===== src/assert_macros.svh =====
// Assertion macros shared by the scan unit RTL.
// Uses the clk and rst_n names of the module that includes it.
`ifndef ASSERT_MACROS_SVH
`define ASSERT_MACROS_SVH
`ifndef SYNTHESIS
// Property must hold at every clock edge outside reset.
`define MBPS_ASSERT(label, prop, msg) \
    label: assert property (@(posedge clk) disable iff (!rst_n) prop) else $error(msg);
// Expression must never be true outside reset.
`define MBPS_NEVER(label, expr, msg) \
    label: assert property (@(posedge clk) disable iff (!rst_n) !(expr)) else $error(msg);
`else
`define MBPS_ASSERT(label, prop, msg)
`define MBPS_NEVER(label, expr, msg)
`endif
`endif


===== src/mbps_pkg.sv =====
// Package for the masked byte pattern scan unit: sizes, mode codes,
// register indexes and the per-cell configuration struct. No dependencies.
package mbps_pkg;

    localparam int MaxPatternBytes = 16;
    localparam int MaxExtractBytes = 8;

    localparam int ByteW    = 8;
    localparam int ValueW   = 64;
    localparam int PatWordW = 64;
    localparam int ModesW   = 32;
    localparam int LenW     = 5;
    localparam int CfgDataW = 64;
    localparam int CfgIdxW  = 2;
    localparam int ModeW    = 2;

    localparam int PosW   = (MaxPatternBytes > 1) ? $clog2(MaxPatternBytes) : 1;
    localparam int CountW = $clog2(MaxPatternBytes + 1);
    localparam int SlotW  = (MaxExtractBytes > 1) ? $clog2(MaxExtractBytes) : 1;

    // Position modes; the fourth code acts as ignore.
    localparam logic [ModeW-1:0] MODE_COMPARE = 2'd0;
    localparam logic [ModeW-1:0] MODE_EXTRACT = 2'd1;
    localparam logic [ModeW-1:0] MODE_IGNORE  = 2'd2;

    // Configuration register indexes.
    localparam logic [CfgIdxW-1:0] REG_PATTERN_LOW  = 2'd0;
    localparam logic [CfgIdxW-1:0] REG_PATTERN_HIGH = 2'd1;
    localparam logic [CfgIdxW-1:0] REG_MODES        = 2'd2;
    localparam logic [CfgIdxW-1:0] REG_LENGTH       = 2'd3;

    // What one window cell checks against and where its byte lands.
    typedef struct packed {
        logic             cmp;
        logic             ext;
        logic [ByteW-1:0] pat;
        logic [SlotW-1:0] slot;
    } lane_cfg_t;

endpackage


===== src/mbps_if.sv =====
// Channel interfaces of the scan unit: byte input and result output.
// Depends on mbps_pkg.
interface mbps_scan_if;
    import mbps_pkg::*;
    logic             valid;
    logic             ready;
    logic [ByteW-1:0] data_byte;
    logic             region_end;

    modport source (output valid, data_byte, region_end, input ready);
    modport sink   (input valid, data_byte, region_end, output ready);
endinterface

interface mbps_result_if;
    import mbps_pkg::*;
    logic              valid;
    logic              ready;
    logic              found;
    logic [ValueW-1:0] extracted_value;

    modport source (output valid, found, extracted_value, input ready);
    modport sink   (input valid, found, extracted_value, output ready);
endinterface


===== src/mbps_lane_cfg.sv =====
// Decodes the pattern registers into one configuration per window cell.
// Depends on mbps_pkg.
module mbps_lane_cfg (
    input  logic [mbps_pkg::PatWordW-1:0] pattern_low,
    input  logic [mbps_pkg::PatWordW-1:0] pattern_high,
    input  logic [mbps_pkg::ModesW-1:0]   modes,
    input  logic [mbps_pkg::LenW-1:0]     length,
    output mbps_pkg::lane_cfg_t           lanes [mbps_pkg::MaxPatternBytes],
    output logic [mbps_pkg::CountW-1:0]   len_eff
);
    import mbps_pkg::*;

    logic [2*PatWordW-1:0]      pat_all;
    logic [ByteW-1:0]           pat_bytes [MaxPatternBytes];
    logic [ModeW-1:0]           pos_mode  [MaxPatternBytes];
    logic [MaxPatternBytes-1:0] ext_mask;
    logic [CountW-1:0]          prefix    [MaxPatternBytes];

    assign pat_all = {pattern_high, pattern_low};

    // Clamp length to 1..MaxPatternBytes.
    always_comb
    begin
        priority if (length == '0)
        begin
            len_eff = CountW'(1);
        end
        else if (length > LenW'(MaxPatternBytes))
        begin
            len_eff = CountW'(MaxPatternBytes);
        end
        else
        begin
            len_eff = CountW'(length);
        end
    end

    for (genvar p = 0; p < MaxPatternBytes; p++)
    begin : g_pos
        localparam logic [MaxPatternBytes-1:0] LowMask = MaxPatternBytes'((1 << p) - 1);
        assign pat_bytes[p] = pat_all[ByteW*p +: ByteW];
        assign pos_mode[p]  = modes[ModeW*p +: ModeW];
        assign ext_mask[p]  = (pos_mode[p] == MODE_EXTRACT);
        // Wildcards below this position set its byte slot in the value.
        assign prefix[p]    = CountW'($countones(ext_mask & LowMask));
    end

    // Cell k holds pattern position k + len - MaxPatternBytes when in range.
    for (genvar k = 0; k < MaxPatternBytes; k++)
    begin : g_lane
        logic [CountW:0] sum;
        logic            active;
        logic [PosW-1:0] pos;

        assign sum    = (CountW+1)'(k) + (CountW+1)'(len_eff);
        assign active = (sum >= (CountW+1)'(MaxPatternBytes));
        assign pos    = PosW'(sum - (CountW+1)'(MaxPatternBytes));

        assign lanes[k].cmp  = active && (pos_mode[pos] == MODE_COMPARE);
        assign lanes[k].ext  = active && ext_mask[pos]
                               && (prefix[pos] < CountW'(MaxExtractBytes));
        assign lanes[k].pat  = pat_bytes[pos];
        assign lanes[k].slot = SlotW'(prefix[pos]);
    end

endmodule


===== src/mbps_cell.sv =====
// One window cell: holds a byte, passes it on, checks the byte entering it.
// Depends on mbps_pkg.
module mbps_cell (
    input  logic                        clk,
    input  logic                        shift,
    input  logic [mbps_pkg::ByteW-1:0]  d_in,
    input  mbps_pkg::lane_cfg_t         lane,
    output logic [mbps_pkg::ByteW-1:0]  q,
    output logic                        ok,
    output logic [mbps_pkg::ValueW-1:0] ext_val
);
    import mbps_pkg::*;

    logic [ByteW-1:0] q_reg;
    logic [ByteW-1:0] q_next;

    assign q_next = shift ? d_in : q_reg;

    always_ff @(posedge clk)
    begin
        q_reg <= q_next;
    end

    assign q = q_reg;

    // Check the byte this cell takes on the shift, not the one it holds.
    assign ok      = !lane.cmp || (d_in == lane.pat);
    assign ext_val = lane.ext ? (ValueW'(d_in) << (lane.slot * ByteW)) : '0;

endmodule


===== src/masked_byte_pattern_scan_unit.sv =====
// Top level of the masked byte pattern scan unit.
// Depends on mbps_pkg, mbps_if, mbps_lane_cfg, mbps_cell and assert_macros.svh.
//
// Usage:
//   scan   - one region byte per transaction, region_end set on the last.
//   result - at most one transaction per region: found=1 with the packed
//            wildcard bytes on the first matching window, or found=0 and
//            value 0 on the region_end byte when nothing matched.
//   cfg    - write port (cfg_we, cfg_index, cfg_wdata); write only while idle.
// Timing:
//   One byte per cycle. A row of 16 window cells shifts once per accepted
//   byte and each cell compares the byte it takes in the same cycle, so a
//   result is loaded into the output register as its byte is accepted.
//   The output register is refilled in the cycle it is taken, so a byte
//   is accepted every cycle while the receiver keeps up.
// Stall:
//   While a result waits and result.ready is low, scan.ready is low; the
//   result holds until taken.
// Reset:
//   Clears the region state and the output valid, loads pattern length 1 and
//   zero into the other config registers. Window cells keep stale bytes.
module masked_byte_pattern_scan_unit (
    input  logic                           clk,
    input  logic                           rst_n,
    mbps_scan_if.sink                      scan,
    mbps_result_if.source                  result,
    input  logic                           cfg_we,
    input  logic [mbps_pkg::CfgIdxW-1:0]   cfg_index,
    input  logic [mbps_pkg::CfgDataW-1:0]  cfg_wdata
);
    import mbps_pkg::*;

    // Configuration registers
    logic [PatWordW-1:0] pat_low_reg;
    logic [PatWordW-1:0] pat_high_reg;
    logic [ModesW-1:0]   modes_reg;
    logic [LenW-1:0]     length_reg;

    // Region state
    logic [CountW-1:0] bytes_seen_reg;
    logic [CountW-1:0] bytes_seen_next;
    logic              matched_reg;
    logic              matched_next;

    // Output register
    logic              result_valid_reg;
    logic              result_valid_next;
    logic              found_reg;
    logic              found_next;
    logic [ValueW-1:0] value_reg;
    logic [ValueW-1:0] value_next;

    // Cell row
    lane_cfg_t            lanes    [MaxPatternBytes];
    logic [CountW-1:0]    len_eff;
    logic [ByteW-1:0]     cell_in  [MaxPatternBytes];
    logic [ByteW-1:0]     cell_q   [MaxPatternBytes];
    logic [ValueW-1:0]    cell_ext [MaxPatternBytes];
    logic [MaxPatternBytes-1:0] cell_ok;

    logic              scan_acc;
    logic [CountW-1:0] seen_inc;
    logic              window_full;
    logic              hit;
    logic              emit;
    logic [ValueW-1:0] ext_or;

    //------------------------------------------------------------------
    // Configuration writes
    //------------------------------------------------------------------
    always_ff @(posedge clk or negedge rst_n)
    begin
        if (!rst_n)
        begin
            pat_low_reg  <= '0;
            pat_high_reg <= '0;
            modes_reg    <= '0;
            length_reg   <= LenW'(1);
        end
        else if (cfg_we)
        begin
            unique case (cfg_index)
                REG_PATTERN_LOW:  pat_low_reg  <= cfg_wdata[PatWordW-1:0];
                REG_PATTERN_HIGH: pat_high_reg <= cfg_wdata[PatWordW-1:0];
                REG_MODES:        modes_reg    <= cfg_wdata[ModesW-1:0];
                REG_LENGTH:       length_reg   <= cfg_wdata[LenW-1:0];
            endcase
        end
    end

    mbps_lane_cfg u_lane_cfg (
        .pattern_low  (pat_low_reg),
        .pattern_high (pat_high_reg),
        .modes        (modes_reg),
        .length       (length_reg),
        .lanes        (lanes),
        .len_eff      (len_eff)
    );

    //------------------------------------------------------------------
    // Window: cell MaxPatternBytes-1 takes the new byte, each cell
    // hands its byte to the lower neighbor on every accepted transaction.
    //------------------------------------------------------------------
    assign scan_acc   = scan.valid && scan.ready;
    assign scan.ready = !result_valid_reg || result.ready;

    for (genvar k = 0; k < MaxPatternBytes; k++)
    begin : g_cell
        if (k == MaxPatternBytes - 1)
        begin : g_head
            assign cell_in[k] = scan.data_byte;
        end
        else
        begin : g_body
            assign cell_in[k] = cell_q[k+1];
        end

        mbps_cell u_cell (
            .clk     (clk),
            .shift   (scan_acc),
            .d_in    (cell_in[k]),
            .lane    (lanes[k]),
            .q       (cell_q[k]),
            .ok      (cell_ok[k]),
            .ext_val (cell_ext[k])
        );
    end

    // Wildcard slots are disjoint, so the packed value is a plain OR.
    always_comb
    begin
        ext_or = '0;
        for (int k = 0; k < MaxPatternBytes; k++)
        begin
            ext_or = ext_or | cell_ext[k];
        end
    end

    //------------------------------------------------------------------
    // Region control and output register
    //------------------------------------------------------------------
    // Saturate the byte count at the window depth.
    assign seen_inc    = (bytes_seen_reg == CountW'(MaxPatternBytes)) ?
                         bytes_seen_reg : bytes_seen_reg + CountW'(1);
    assign window_full = (seen_inc >= len_eff);
    assign hit         = !matched_reg && window_full && (&cell_ok);
    // After a match the rest of the region stays silent.
    assign emit        = !matched_reg && (hit || scan.region_end);

    always_comb
    begin
        bytes_seen_next   = bytes_seen_reg;
        matched_next      = matched_reg;
        result_valid_next = result_valid_reg;
        found_next        = found_reg;
        value_next        = value_reg;

        if (result_valid_reg && result.ready)
        begin
            result_valid_next = 1'b0;
        end

        if (scan_acc)
        begin
            bytes_seen_next = seen_inc;
            matched_next    = matched_reg || hit;
            if (scan.region_end)
            begin
                // Start the next region from scratch.
                bytes_seen_next = '0;
                matched_next    = 1'b0;
            end
            if (emit)
            begin
                result_valid_next = 1'b1;
                found_next        = hit;
                value_next        = hit ? ext_or : '0;
            end
        end
    end

    always_ff @(posedge clk or negedge rst_n)
    begin
        if (!rst_n)
        begin
            bytes_seen_reg   <= '0;
            matched_reg      <= 1'b0;
            result_valid_reg <= 1'b0;
        end
        else
        begin
            bytes_seen_reg   <= bytes_seen_next;
            matched_reg      <= matched_next;
            result_valid_reg <= result_valid_next;
        end
    end

    always_ff @(posedge clk)
    begin
        found_reg <= found_next;
        value_reg <= value_next;
    end

    assign result.valid           = result_valid_reg;
    assign result.found           = found_reg;
    assign result.extracted_value = value_reg;

    //------------------------------------------------------------------
    // Assertions
    //------------------------------------------------------------------
`include "assert_macros.svh"

    `MBPS_ASSERT(a_zero_on_miss, result_valid_reg && !found_reg |-> value_reg == '0, "no-match result carries a value")
    `MBPS_NEVER(a_seen_bound, bytes_seen_reg > CountW'(MaxPatternBytes), "byte count past window depth")
    `MBPS_ASSERT(a_region_clear, scan_acc && scan.region_end |=> bytes_seen_reg == '0 && !matched_reg, "region state not cleared at region end")
    `MBPS_ASSERT(a_match_reported, $rose(matched_reg) |-> result_valid_reg && found_reg, "match taken without a found result")

endmodule


===== src/flat_wrapper.sv =====
// flat-port wrapper written by rule: the top's interface ports become plain ports
module masked_byte_pattern_scan_unit_flat import mbps_pkg::*;
  (clk, rst_n, cfg_we, cfg_index, cfg_wdata, scan_valid, scan_data_byte, scan_region_end, scan_ready, result_valid, result_found, result_extracted_value, result_ready);
  mbps_scan_if scan_i ();
  mbps_result_if result_i ();
  input  logic clk;
  input  logic rst_n;
  input  logic cfg_we;
  input  logic [mbps_pkg::CfgIdxW-1:0] cfg_index;
  input  logic [mbps_pkg::CfgDataW-1:0] cfg_wdata;
  input wire logic [$bits(scan_i.valid)-1:0] scan_valid;
  input wire logic [$bits(scan_i.data_byte)-1:0] scan_data_byte;
  input wire logic [$bits(scan_i.region_end)-1:0] scan_region_end;
  output wire logic [$bits(scan_i.ready)-1:0] scan_ready;
  output wire logic [$bits(result_i.valid)-1:0] result_valid;
  output wire logic [$bits(result_i.found)-1:0] result_found;
  output wire logic [$bits(result_i.extracted_value)-1:0] result_extracted_value;
  input wire logic [$bits(result_i.ready)-1:0] result_ready;
  assign scan_i.valid = scan_valid;
  assign scan_i.data_byte = scan_data_byte;
  assign scan_i.region_end = scan_region_end;
  assign scan_ready = scan_i.ready;
  assign result_valid = result_i.valid;
  assign result_found = result_i.found;
  assign result_extracted_value = result_i.extracted_value;
  assign result_i.ready = result_ready;
  masked_byte_pattern_scan_unit u_core (.clk(clk), .rst_n(rst_n), .scan(scan_i), .result(result_i), .cfg_we(cfg_we), .cfg_index(cfg_index), .cfg_wdata(cfg_wdata));
endmodule

===== config.mk =====
export PLATFORM = sky130hd
export DESIGN_NAME = masked_byte_pattern_scan_unit_flat
export DESIGN_NICKNAME = d
export VERILOG_FILES = /design/src/mbps_pkg.sv /design/src/mbps_if.sv /design/src/mbps_lane_cfg.sv /design/src/mbps_cell.sv /design/src/masked_byte_pattern_scan_unit.sv /design/src/flat_wrapper.sv
export VERILOG_INCLUDE_DIRS = /design/src /design/src/src
export SDC_FILE = /design/constraint.sdc
export NUM_CORES = 2
export LEC_CHECK = 0
export ABC_AREA = 0
export CORE_ASPECT_RATIO = 1.1
export CORE_UTILIZATION = 50
export CTS_BUF_LIST = sky130_fd_sc_hd__clkbuf_8
export DETAILED_ROUTE_END_ITERATION = 8
export DONT_BUFFER_PORTS = 1
export GPL_TIMING_DRIVEN = 0
export PLACE_DENSITY = 0.66
export SLEW_MARGIN = 10
export SYNTH_ARGS = -nofsm -noshare
export SYNTH_HDL_FRONTEND = slang
export SYNTH_SLANG_ARGS = --single-unit
export TNS_END_PERCENT = 1

===== constraint.sdc =====
create_clock -name clk -period 23 [get_ports clk]
set_input_delay 3.45 -clock clk [delete_from_list [all_inputs] [get_ports clk]]
set_output_delay 3.45 -clock clk [all_outputs]
set_load 0.01 [all_outputs]

==> flow_summary_export.csv, run 1 <==
group,metric,value,unit
die,io_pins,147,
grt,overflow,71,
synthesis,synth_area,36300,um2
placement,port_buffers,0,
placement,globalplace.congestion,1.24,
synthesis,synth_common_cells,"357 x nand2_1, 304 x mux2i_1, 223 x mux4_2",
synthesis,synth_top_area_cell,"edfxtp_1",
grt,grt_max_degree,173,
synthesis,synth_seq_cells,357,
synthesis,synthCells,3719,
die,die_h,284,um
clock_network,clock_path_buffers,3,
synthesis,synth_fp_nets,3882,
clock_network,post_cts_resized,0,
grt,grt_pass1_wl,365,mm
synthesis,yosysWarnings,0,
clock_network,numCtsBuffers,60,
die,rows,103,
synthesis,synth_edf_count,185,
grt,grt_pass1_vias,42000,
synthesis,synth-main-ff-cell,"edfxtp_1",
run_status,status,"stopped before the end",
synthesis,synth.top_cells.by_area,"edfxtp_1 15%, mux4_2 14%, dfrtp_1 12%",
die,die_w,259,um
grt,grt_util_all_layers,71.4,%
clock_network,cts_root_buf,"clkbuf_8",
synthesis,yosys.cell_types.count,102,
synthesis,avgSynthCellArea,9.75,um2
die,start_util,50.5,%
placement,placed_cell_area,38000,um2
clock_network,postCtsHoldBufs,0,
synthesis,ys_async_sr_fraction,48.2,%
clock_network,cts_max_level,2,
clock_network,cts_setup_buffers,0,
synthesis,synth_most_common_cell,"nand2_1",
run_status,tool.error,"[ERROR GRT-0116] Global routing finished with congestion. Check the congestion regions in the DRC Viewer.",
run_status,last-stage-reached,"global routing (5_1_grt)",
placement,detailed_place_hpwl,186,mm
clock_network,clkSinkCount,357,
synthesis,yosysTopAreaCellShare,15.3,%
synthesis,ys_seq_area_share,27.2,%
routing by layer:
layer  GRT usage [%]  overflow
met1            74.2         0
met5            15.9         0
met2            88.6        26
met3            52.5         0
met4            70.3        45
cell families after synthesis:
group,Yosys count,share of synthesized area (%)
fa+ha+maj,83,3.24
xor+xnor,128,3.25
flops,357,27.2
mux,670,26.7
simple gates,1016,14.2
buf+inv,507,5.97
compound gates,958,19.5
through the flow:
| stage | hold slack (ns) | std cells | worst slack (ns) | utilization, % |
|---|---|---|---|---|
| 2_1_floorplan | 0.421 | 3719 | 12.54 | - |
| 3_3_place_gp | 0.423 | 4664 | 6.52 | 52.2 |
| 3_5_place_dp | 0.431 | 4694 | 10.99 | 52.9 |
| 4_1_cts | 0.441 | 4804 | 11.00 | 54.7 |
==> run 2, diff against run 1 <==
Settings changed: CORE_ASPECT_RATIO 1.1 to unset, CORE_UTILIZATION 50 to 35, CTS_BUF_LIST sky130_fd_sc_hd__clkbuf_8 to unset, PLACE_DENSITY 0.66 to unset, PLACE_DENSITY_LB_ADDON set to 0.15.
==> flow_summary_export.csv, run 2 <==
group,metric,value,unit
setup_path,cpPeakStageDelay,1.16,ns
synthesis,synth_common_cells,"357 x nand2_1, 304 x mux2i_1, 223 x mux4_2",
power_and_ir_drop,ir_worst_vdd,0.101,mV
synthesis,synth.top_cells.by_area,"edfxtp_1 15%, mux4_2 14%, dfrtp_1 12%",
finish,final_cell_mix,"357 x nand2_1, 302 x mux2i_1, 223 x mux4_2",
synthesis,synthCells,3719,
finish,drive_above_1_share,17.8,%
sta,rsz0062_at_grt,"no",
setup_path,cp_top_family,"buffers and inverters",
setup_path,crit_arrival,12.41,ns
die,die-area,105000,um2
routing,drtIter0Drc,6657,
clock_network,numCtsBuffers,41,
die,core_area,102000,um2
synthesis,yosysTopAreaCellShare,15.3,%
power_and_ir_drop,power_leakage,0.0146,uW
synthesis,synth_seq_cells,357,
clock_network,cts_setup_buffers,0,
run,cap_violations,4,
sta,timing.final.crit_period,12.03,ns
finish,areaGrowthSynthToFinish,11.2,%
power_and_ir_drop,power,7940,uW
setup_path,endpoint_kind,"register",
setup_path,worstPathMaxFanout,15,
setup_path,crit_slowest_cell,"clkbuf_1",
placement,detailed_place_hpwl,207,mm
die,io_pins,147,
grt,grt_pass1_wl,347,mm
synthesis,synth_top_area_cell,"edfxtp_1",
run_status,violations,"DRC, capacitance limit, slew limit",
synthesis,ys_seq_area_share,27.2,%
clock_network,cts_max_level,2,
sta,timing.final.crit_share,52.3,%
synthesis,yosysWarnings,0,
die,die_h,324,um
setup_path,required,23.37,ns
clock_network,cts_tree,"yes",
sta,setup_violations,0,
clock_network,cts_root_buf,"clkbuf_16",
clock_network,clock_path_buffers,3,
run_status,status,"finished with violations",
sta,hold_violations,0,
synthesis,synth_most_common_cell,"nand2_1",
setup_path,start_kind,"register",
finish,final_common_cell,"nand2_1",
synthesis,synth_fp_nets,3882,
routing,routedWlPerCell,50.4,um
clock_network,post_cts_resized,0,
grt,grt_util_all_layers,50.1,%
placement,port_buffers,0,
placement,preCtsSetupSlack,11.90,ns
setup_path,critPathKind,"register to register",
min_path,hp-class,"register to register",
synthesis,synth_area,36300,um2
routing,ant_nets,0,
sta,max-slew-margin-rel,-5.81,%
setup_path,path_buf_inv,16,
die,die_w,324,um
power_and_ir_drop,pwr_density_cell,197,nW/um2
routing,wl,264,mm
routing,vias,39200,
placement,globalplace.congestion,1.11,
sta,fin_ws,10.97,ns
die,start_util,35.4,%
grt,overflow,0,
clock_network,postCtsHoldBufs,0,
synthesis,yosys.cell_types.count,102,
synthesis,synth_edf_count,185,
clock_network,clkSinkCount,357,
sta,skew,0.0571,ns
sta,slew_viol_final,18,
clock_network,clk_latency,0.68,ns
grt,grt_max_degree,173,
grt,antenna_found_initial,36,
die,rows,117,
routing,dr.pass1.iters,9,
finish,largest_reg_flops,120,
setup_path,cpMostUsedCell,"buf_4",
sta,fin_tns_setup,0,ns
synthesis,avgSynthCellArea,9.75,um2
grt,grt_pass1_vias,36000,
clock_network,clkTransAtPathRegs,0.06,ns
synthesis,synth-main-ff-cell,"edfxtp_1",
synthesis,ys_async_sr_fraction,48.2,%
sta,max_freq,83.1,MHz
routing,drt_drc_violations_left,7,
finish,num-nets-final,3977,
routing,via_per_inst,7.46,
sta,worstMarginPinSlew,1.59,ns
run 2: cell counts after synthesis:
No cell type changed its count.
run 2: power breakdown:
| part | switching (uW) | internal [uW] |
|---|---|---|
| Combinational | 4370 | 1980 |
| Clock | 293 | 388 |
| Sequential | 145 | 759 |
run 2: per-stage QoR:
stage / hold slack, ns / instances / cell area (um2) / utilization [%]
2_1_floorplan: 0.421 / 3719 / 36300 / -
3_3_place_gp: 0.425 / 5087 / 38000 / 37.1
3_5_place_dp: 0.428 / 5124 / 38600 / 37.7
4_1_cts: 0.421 / 5196 / 40000 / 39.1
5_1_grt: 0.427 / 5227 / 40300 / 39.4
6_report: 0.409 / 5247 / 40300 / 39.4
run 2: routing by layer:
| metal | vias to the layer above | GRT usage [%] | share of wire [%] |
|---|---|---|---|
| met5 | - | 1.48 | 0.029 |
| met4 | 12 | 45.2 | 11 |
| met3 | 1254 | 22.3 | 13 |
| met2 | 3530 | 70.0 | 41 |
| met1 | 19600 | 57.0 | 35 |
| li1 | 14800 | - | - |
run 2: final cells by class:
class	count	area [um2]
Fill cell	10300	62000
Multi-Input combinational cell	2855	24600
Sequential cell	357	9860
Tap cell	1368	1710
Buffer	320	1480
Clock buffer	53	1150
Inverter	187	709
Timing Repair Buffer	52	462
Clock inverter	19	206
Antenna cell	36	90.1
run 2: logic make-up (layout without fill, tap and decap cells):
family                   count (synthesis)  after routing  share of synthesized area (%)
flip-flops                             357            357                           27.2
AND/OR/NAND/NOR                       1016           1016                           14.2
multiplexers                           670            670                           26.7
other                                    0             36                              0
AO/OA/AOI/OAI                          958            958                           19.5
XOR/XNOR                               128            128                           3.25
buffers and inverters                  507            631                           5.97
adder cells (fa/ha/maj)                 83             83                           3.24
run 2: worst register-to-register path, delay by kind of cell (launching register included):
kind | cells | cell delay [ns]
AOI/OAI and AO/OA | 3 | 0.81
adders and majority gates | 1 | 0.35
xor gates and xnor gates | 1 | 0.17
DFF | 1 | 0.46
muxes | 2 | 1.07
buffers and inverters | 16 | 7.58
and+or+nand+nor | 4 | 1.33
run 2: final timing paths:
check                                                   startpoint                                               to  slack [ns]  cells past startpoint
hold reg to reg            u_core.g_cell[12].u_cell.q[0]$_DFFE_PP_          u_core.g_cell[11].u_cell.q[0]$_DFFE_PP_        0.41                      0
setup reg to reg                  u_core.length_reg[4]$_DFFE_PN0P_  u_core.result.extracted_value[47]$_SDFFCE_PN0P_       10.97                     27
setup / recovery                  u_core.length_reg[4]$_DFFE_PN0P_  u_core.result.extracted_value[47]$_SDFFCE_PN0P_       10.97                     27
hold / removal             u_core.g_cell[12].u_cell.q[0]$_DFFE_PP_          u_core.g_cell[11].u_cell.q[0]$_DFFE_PP_        0.41                      0
max in group asynchronous                                    rst_n                 u_core.length_reg[0]$_DFFE_PN1P_       20.12                      0
min in group asynchronous                                    rst_n              u_core.pat_high_reg[63]$_DFFE_PN0P_        2.50                      0
Power figures use the tool's default switching activity.
